$ cat config.mk
export PLATFORM = sky130hd
export DESIGN_NAME = poly_voice_allocator_unit
export DESIGN_NICKNAME = d
export VERILOG_FILES = /design/src/rtl/pva_pkg.sv /design/src/rtl/poly_voice_allocator_unit.sv
export SDC_FILE = /design/constraint.sdc
export NUM_CORES = 2
export LEC_CHECK = 0
export BUFFER_PORTS_ARGS = -buffer_cell sky130_fd_sc_hd__buf_2
export CORE_MARGIN = 2
export CORE_UTILIZATION = 50
export CTS_CLUSTER_DIAMETER = 80
export DETAILED_ROUTE_END_ITERATION = 8
export GPL_TIMING_DRIVEN = 0
export PLACE_DENSITY_LB_ADDON = 0.2
export SYNTH_ARGS = -nofsm -noshare
export SYNTH_HDL_FRONTEND = slang
export SYNTH_SLANG_ARGS = --single-unit
$ cat constraint.sdc
create_clock -name aclk -period 13.7 [get_ports aclk]
set_input_delay 2.74 -clock aclk [delete_from_list [all_inputs] [get_ports aclk]]
set_output_delay 2.74 -clock aclk [all_outputs]
set_load 0.05 [all_outputs]
$ cat src/rtl/pva_pkg.sv
// Package: shared types and command codes for the voice allocator.
`timescale 1ns / 1ps
`default_nettype none
package pva_pkg;
    typedef enum logic [1:0] {
        CMD_TICK   = 2'd0,
        CMD_ON     = 2'd1,
        CMD_OFF    = 2'd2,
        CMD_CHOKE  = 2'd3
    } cmd_t;

    localparam logic CFG_ATTACK  = 1'b0;
    localparam logic CFG_RELEASE = 1'b1;

    typedef struct packed {
        logic [3:0] slot_index;
        logic       slot_given;
        logic       slot_stolen;
        logic [3:0] legato_index;
        logic       legato_found;
        logic [4:0] released_count;
        logic [4:0] active_count;
    } result_t;
endpackage
`default_nettype wire

$ cat src/rtl/poly_voice_allocator_unit.sv
// Top level: voice slot table with a slot-by-slot sequencer.
//
//  channel | direction | ports
//  s_      | in        | s_valid/s_ready, cmd, midi_channel, note_key, note_ident, velocity
//  m_      | out       | m_valid/m_ready, slot, legato and count fields
//  cfg_    | in        | cfg_valid/cfg_ready, cfg_index, cfg_data
//
// Every transaction runs the same steps, whatever the command: it is latched, every
// slot is scanned in turn through a single shared compare/update datapath, and then the
// chosen slot (for a note on) is written and the result posted.
// The slot table is in flip-flops cleared by reset; no clearing pass is needed.
// The result register holds while m_ready is low. A new transaction is taken while
// a result still waits; the write-back cycle holds until the result register is
// free or is being emptied.
`timescale 1ns / 1ps
`default_nettype none
module poly_voice_allocator_unit #(
    parameter int VOICE_SLOTS = 16
) (
    input  wire logic        aclk,
    input  wire logic        aresetn,
    input  wire logic        s_valid,
    output logic             s_ready,
    input  wire logic [1:0]  s_cmd,
    input  wire logic [3:0]  s_midi_channel,
    input  wire logic [6:0]  s_note_key,
    input  wire logic signed [15:0] s_note_ident,
    input  wire logic [6:0]  s_note_velocity,
    output logic             m_valid,
    input  wire logic        m_ready,
    output logic [3:0]       m_slot_index,
    output logic             m_slot_given,
    output logic             m_slot_stolen,
    output logic [3:0]       m_legato_index,
    output logic             m_legato_found,
    output logic [4:0]       m_released_count,
    output logic [4:0]       m_active_count,
    input  wire logic        cfg_valid,
    output logic             cfg_ready,
    input  wire logic        cfg_index,
    input  wire logic [15:0] cfg_data
);
    localparam int IW = (VOICE_SLOTS > 1) ? $clog2(VOICE_SLOTS) : 1;
    localparam int CW = $clog2(VOICE_SLOTS + 1);

    typedef enum logic [1:0] {ST_IDLE, ST_SCAN, ST_FIN} state_t;

    state_t state_reg;
    logic [15:0] attack_reg, release_reg;
    logic [VOICE_SLOTS-1:0] act_reg, rel_reg;
    logic [3:0]  chan_mem [VOICE_SLOTS];
    logic [6:0]  key_mem  [VOICE_SLOTS];
    logic [15:0] id_mem   [VOICE_SLOTS];
    logic [31:0] age_mem  [VOICE_SLOTS];
    logic [15:0] env_mem  [VOICE_SLOTS];
    logic [31:0] age_cnt_reg;

    logic [1:0]  cmd_reg;
    logic [3:0]  ch_reg;
    logic [6:0]  key_reg, vel_reg;
    logic [15:0] id_reg;
    logic [IW-1:0] idx_reg;
    logic [IW-1:0] leg_reg, free_reg, steal_reg;
    logic leg_f_reg, free_f_reg;
    logic [CW-1:0] rcnt_reg, acnt_reg;
    pva_pkg::result_t res_reg;
    logic out_v_reg;

    // shared per-slot datapath, reads slot idx_reg
    logic a, r;
    logic [15:0] e;
    logic [16:0] up;
    logic is_on;
    assign a  = act_reg[idx_reg];
    assign r  = rel_reg[idx_reg];
    assign e  = env_mem[idx_reg];
    assign up = {1'b0, e} + {1'b0, attack_reg};
    assign is_on = (cmd_reg == pva_pkg::CMD_ON) && (vel_reg != 7'd0);

    logic match;
    assign match = id_reg[15] ? (chan_mem[idx_reg] == ch_reg && key_mem[idx_reg] == key_reg)
                              : (id_mem[idx_reg] == id_reg);

    logic last;
    assign last = (idx_reg == IW'(VOICE_SLOTS - 1));
    logic [IW-1:0] pick;
    assign pick = free_f_reg ? free_reg : steal_reg;

    // active count after the transaction: a note on into a free slot adds one
    logic [CW-1:0] acnt_fin;
    assign acnt_fin = acnt_reg + CW'(is_on && free_f_reg);

    logic [4:0] sat_r, sat_a;
    assign sat_r = (CW > 5 && rcnt_reg > CW'(31)) ? 5'd31 : 5'(rcnt_reg);
    assign sat_a = (CW > 5 && acnt_fin > CW'(31)) ? 5'd31 : 5'(acnt_fin);

    // write back only once the result register is free or being emptied
    logic post;
    assign post = (state_reg == ST_FIN) && (!out_v_reg || m_ready);

    pva_pkg::result_t res_next;
    always_comb begin
        res_next = '0;
        res_next.released_count = sat_r;
        res_next.active_count   = sat_a;
        if (is_on) begin
            res_next.slot_index   = 4'(pick);
            res_next.slot_given   = 1'b1;
            res_next.slot_stolen  = !free_f_reg;
            res_next.legato_index = leg_f_reg ? 4'(leg_reg) : 4'd0;
            res_next.legato_found = leg_f_reg;
        end
    end

    assign s_ready   = (state_reg == ST_IDLE);
    assign cfg_ready = 1'b1;
    assign m_valid   = out_v_reg;
    assign m_slot_index     = res_reg.slot_index;
    assign m_slot_given     = res_reg.slot_given;
    assign m_slot_stolen    = res_reg.slot_stolen;
    assign m_legato_index   = res_reg.legato_index;
    assign m_legato_found   = res_reg.legato_found;
    assign m_released_count = res_reg.released_count;
    assign m_active_count   = res_reg.active_count;

    always_ff @(posedge aclk) begin
        if (!aresetn) begin
            state_reg   <= ST_IDLE;
            attack_reg  <= 16'd170;
            release_reg <= 16'd55;
            act_reg     <= '0;
            rel_reg     <= '0;
            age_cnt_reg <= '0;
            out_v_reg   <= 1'b0;
            for (int i = 0; i < VOICE_SLOTS; i++) begin
                chan_mem[i] <= '0; key_mem[i] <= '0; id_mem[i] <= '0;
                age_mem[i] <= '0; env_mem[i] <= '0;
            end
        end else begin
            if (cfg_valid) begin
                if (cfg_index == pva_pkg::CFG_ATTACK) attack_reg <= cfg_data;
                else release_reg <= cfg_data;
            end
            if (post) out_v_reg <= 1'b1;
            else if (out_v_reg && m_ready) out_v_reg <= 1'b0;
            case (state_reg)
                ST_IDLE: begin
                    if (s_valid && s_ready) begin
                        cmd_reg <= s_cmd; ch_reg <= s_midi_channel; key_reg <= s_note_key;
                        id_reg <= s_note_ident; vel_reg <= s_note_velocity;
                        idx_reg <= '0; leg_f_reg <= 1'b0; free_f_reg <= 1'b0;
                        leg_reg <= '0; free_reg <= '0; steal_reg <= '0;
                        rcnt_reg <= '0; acnt_reg <= '0;
                        state_reg <= ST_SCAN;
                    end
                end
                ST_SCAN: begin
                    if (is_on) begin
                        // legato: first slot of greatest age stamp (newest) among held voices on this channel
                        if (a && !r && chan_mem[idx_reg] == ch_reg &&
                            (!leg_f_reg || age_mem[idx_reg] > age_mem[leg_reg])) begin
                            leg_reg <= idx_reg; leg_f_reg <= 1'b1;
                        end
                        if (!a && !free_f_reg) begin
                            free_reg <= idx_reg; free_f_reg <= 1'b1;
                        end
                        if (e < env_mem[steal_reg] || (e == env_mem[steal_reg] &&
                            age_mem[idx_reg] < age_mem[steal_reg]))
                            steal_reg <= idx_reg;
                        if (a) acnt_reg <= acnt_reg + CW'(1);
                    end else if (cmd_reg == pva_pkg::CMD_TICK) begin
                        if (a && r) begin
                            if (e > release_reg) begin
                                env_mem[idx_reg] <= e - release_reg;
                                acnt_reg <= acnt_reg + CW'(1);
                            end else begin
                                env_mem[idx_reg] <= '0;
                                act_reg[idx_reg] <= 1'b0;
                                rcnt_reg <= rcnt_reg + CW'(1);
                            end
                        end else if (a) begin
                            env_mem[idx_reg] <= up[16] ? 16'hFFFF : up[15:0];
                            acnt_reg <= acnt_reg + CW'(1);
                        end
                    end else begin
                        if (a) acnt_reg <= acnt_reg + CW'(1);
                        if (a && match) begin
                            rel_reg[idx_reg] <= 1'b1;
                            if (cmd_reg == pva_pkg::CMD_CHOKE) env_mem[idx_reg] <= '0;
                            rcnt_reg <= rcnt_reg + CW'(1);
                        end
                    end
                    if (last) state_reg <= ST_FIN;
                    else idx_reg <= idx_reg + IW'(1);
                end
                ST_FIN: begin
                    // write the chosen slot (note on) and post the result; hold while the old one waits
                    if (post) begin
                        if (is_on) begin
                            act_reg[pick] <= 1'b1; rel_reg[pick] <= 1'b0;
                            chan_mem[pick] <= ch_reg; key_mem[pick] <= key_reg;
                            id_mem[pick] <= id_reg;
                            age_mem[pick] <= age_cnt_reg + 32'd1;
                            env_mem[pick] <= '0;
                            age_cnt_reg <= age_cnt_reg + 32'd1;
                        end
                        res_reg   <= res_next;
                        state_reg <= ST_IDLE;
                    end
                end
                default: state_reg <= ST_IDLE;
            endcase
        end
    end

`ifndef SYNTHESIS
    a_no_accept_busy: assert property (@(posedge aclk) disable iff (!aresetn)
        (state_reg != ST_IDLE) |-> !s_ready)
        else $error("accepted while busy");
    a_result_hold: assert property (@(posedge aclk) disable iff (!aresetn)
        (out_v_reg && !m_ready) |=> (out_v_reg && $stable(res_reg)))
        else $error("result dropped under stall");
    a_fin_posts: assert property (@(posedge aclk) disable iff (!aresetn)
        (state_reg == ST_FIN) |=> out_v_reg)
        else $error("result not posted");
    a_given_on: assert property (@(posedge aclk) disable iff (!aresetn)
        (out_v_reg && res_reg.slot_stolen) |-> res_reg.slot_given)
        else $error("steal without slot");
`endif
endmodule
`default_nettype wire

==> results.md <==
- Die ar.: 0.151 mm²
- Fin. Hold Viols: 0
- Worst min-delay path class: flop to flop
- Largest register FFs: between 500 and 600
- Period Utilization, post-route: a little over two thirds
- Mapped Area: 0.0739 mm²
- Clock latency on the worst-skew pair: about 0.84 ns
- XOR/XNOR Fraction of Synth Area: 1.33%
- Worst-margin pin slew: 1.63 ns
- Clock transition at path regs: around 0.060 ns
- Final WS setup: just over 4 ns
- CTS tree: built
- GR Overflow Total: 0
- Largest family of logic cells by synthesized area: multiplexers
- CTS Hold Bufs: 0
- Synth Area in Compound Gates: between 3 and 4%
- CP Launch Type: flop
- Fraction of layout cells with a size suffix above 1: between 20 and 25%
- Synthesized net count: approximately 5300
- H-Tree Depth: 4
- Clock Skew: between 0.05 and 0.06 ns
- Unrepaired setup endpoints after global routing: false
- Met2 routed WL: about 120 mm
- # IOs: about 80
- Clock power share: between 30% and 40%
- Vias per cell: 7.01
- ANT nets after route: 0
- P_leak: roughly 29 nW
- # DRC: 0
- Adder-Cell Fraction of Synth Area: 2.09%
- Post-synthesis register bit count: 1396
- Wire length on met3: around 37 mm
- Crit path to: env_mem[13][15]
- Top cells by area, synth: edfxtp_1 (52%), mux4_2 (23%), nor2_1 (4.4%)
- Vias post-DR: roughly 52000
- Slew margin rel.: -8.63%
- Sw Ratio: between 20% and 30%
- Final WL: 276 mm
- Crit path DAT: slightly above 10 ns
- Status: finished with violations
- CP Class: flop to flop
- Pwr Density: 135 mW/mm²
- Post-Route Setup TNS: 0 ns
- FF-to-FF path depth: 19
- Simple-gate share of the synthesized area: 10.9%
- Worst hold margin: ~0.45 ns
- Max Cap Viol: 6
- Switching power: about 3.2 mW
- R2r setup slk: between 4 and 5 ns
- Final min period: a little under 10 ns
- Failing checks: capacitance limit, slew limit
- Fin area: between 0.08 and 0.09 mm²
- Int Pwr: 7.97 mW
- Most common flop cell mapped by yosys: edfxtp_1
- IO buf count: 80
- F_max: roughly 100 MHz
- Yosys warns: 0
- Comb power frac: between 10% and 20%
- Syn-to-layout area delta: 11.9%
- Post-synth top area share: 52.2%
- DR top layer: met5
- Total CTS buffers: approximately 150
- Cell with the most instances after synthesis: edfxtp_1
- Synth area leader: edfxtp_1
- Worst vdd ir: 0.000116 V
- Wire length on met1: between 90 and 100 mm
- Reg2reg end: env_mem[13][15]
- First-pass GRT wire length: about 380 mm
- Initial antenna violation count: 9
- Placed wire-length estimate: 187 mm
- Worst-path fanout max: 10
- Clock sink count: 1396
- Die Y: slightly below 400 µm
- Fillers: approximately 12000
- Worst Path Required: between 10 and 15 ns
- RD Place Congestion: about 1
- Crit path capture type: flop
- Largest net degree at the start of global routing: just over 40
- Number of synthesized flops with an enable pin: ~1300
- Seq/Total Area, Yosys: a little under three fifths
- Top flop regs: age_mem (512), env_mem (256), id_mem (256)
- Top cells by count, synth: edfxtp_1 (1285), nor2_1 (860), mux4_2 (745)
- Gate Count Post-Synth: ~5200
- Max Slew Vio Count: 44
- Syn avg cell area: between 10 and 15 µm²
- Root buf cell: clkbuf_16
- Nets: approximately 5600
- Setup violators final: 0
- Fraction of power consumed by sequential logic: between 40% and 50%
- Core area: roughly 0.15 mm²
- Async set-reset flop share out of synthesis: 0%
- Post_cts resized: 0
- Wire per inst: between 30 and 40 µm
- Initial Util: approximately half
- Dpl cell area: around 0.078 mm²
- Largest Register: age_mem
- Post-CTS setup buffers: 0
- Max clock buf depth: 3
- Mux cell area share after synthesis: a little under a quarter
- DR pass1 iterations: 8
- Die width: roughly 390 µm
- Row count: 141
- Initial DRC Count: slightly above 8000
- Total global-route track usage: a little over a third
- Number of global-route vias before repair: 51500
- Number of distinct library cells after synthesis: 76
- Placement-stage worst setup slack: about 4.5 ns
## worst min-delay path by stage
stage	startpoint	endpoint	slack (ns)	depth (start not counted)
floorplan	rel_reg[10]	rel_reg[10]	0.43	2
global placement	rel_reg[13]	rel_reg[13]	0.44	2
detailed placement	release_reg[13]	release_reg[13]	0.45	2
CTS	release_reg[13]	release_reg[13]	0.46	2
global route	release_reg[13]	release_reg[13]	0.47	2
finish	release_reg[13]	release_reg[13]	0.45	2
## cell type report
class / instances / area, µm² / area share [%]
clock buffers: 190 / 4070 / 4.93
clock inverters: 87 / 917 / 1.11
multi-input cells: 3144 / 30900 / 37.4
diodes: 11 / 27.5 / 0.0333
inverters: 128 / 480 / 0.581
flip-flops and latches: 1396 / 40800 / 49.4
plain buffers: 488 / 2000 / 2.42
repair buffers: 110 / 1050 / 1.27
well taps: 1930 / 2410 / 2.92
## power groups by stage
stage	Sequential (mW)	Clock [mW]	Combinational, mW
after floorplan	4.95	0	1.29
after global placement	5.00	0	1.96
after detailed placement	4.98	0	2.00
after CTS	4.90	4.17	2.01
after global routing	4.91	4.33	2.15
final	4.90	4.19	2.09
## metrics by stage
step / cells / utilization [%] / total power, mW
4_1_cts: 7472 / 56.1 / 11.1
3_5_place_dp: 7195 / 52.7 / 6.99
3_3_place_gp: 7166 / 52.1 / 6.96
6_report: 7484 / 56.2 / 11.2
5_1_grt: 7473 / 56.1 / 11.4
2_1_floorplan: 5156 / - / 6.24
## critical path: stages, from the launching register on
cell,delay (ns)
dfxtp_1,0.32
buf_2,0.33
buf_1,0.89
clkbuf_1,0.66
buf_2,0.67
clkbuf_1,1.12
clkbuf_1,0.80
mux4_2,0.50
ha_1,0.36
nor2b_1,0.14
o21ai_0,0.12
a21boi_0,0.33
o21a_1,0.21
a311o_1,0.34
a211oi_1,0.12
o311ai_1,0.99
buf_2,0.42
o2111ai_1,0.55
buf_2,0.44
nor2_1,0.11
## layout by cell type (no fill, tap or decap), types with 20 or more instances in the layout
cell type / instances
a21o_1: 30
a21oi_1: 118
a31oi_1: 20
and2_1: 39
and3_1: 434
buf_1: 60
buf_2: 128
clkbuf_1: 382
clkbuf_16: 155
clkinv_1: 39
dfxtp_1: 111
edfxtp_1: 1285
ha_1: 120
inv_1: 125
mux2i_1: 71
mux4_2: 745
nand2_1: 161
nand2b_1: 28
nand3_1: 41
nand4_1: 24
nor2_1: 860
nor2b_1: 23
nor3_1: 24
o21ai_0: 52
or3_1: 23
xnor2_1: 70
xor2_1: 42
## logic make-up (layout without fill, tap and decap cells)
family                     count (synthesis)  after routing
xor gates and xnor gates                 112            112
adders and majority gates                122            122
muxes                                    828            828
DFF                                     1396           1396
buffers and inverters                    616           1003
other                                      1             12
AOI/OAI and AO/OA                        372            372
and+or+nand+nor                         1709           1709
## layer usage
metal | GRT usage, % | vias to the layer above
met5 | 0.223 | -
met4 | 22.6 | 16
met3 | 11.6 | 1079
met2 | 55.6 | 4224
met1 | 45.5 | 26600
li1 | - | 20600
Note: power is estimated with default switching activity, not from simulation.
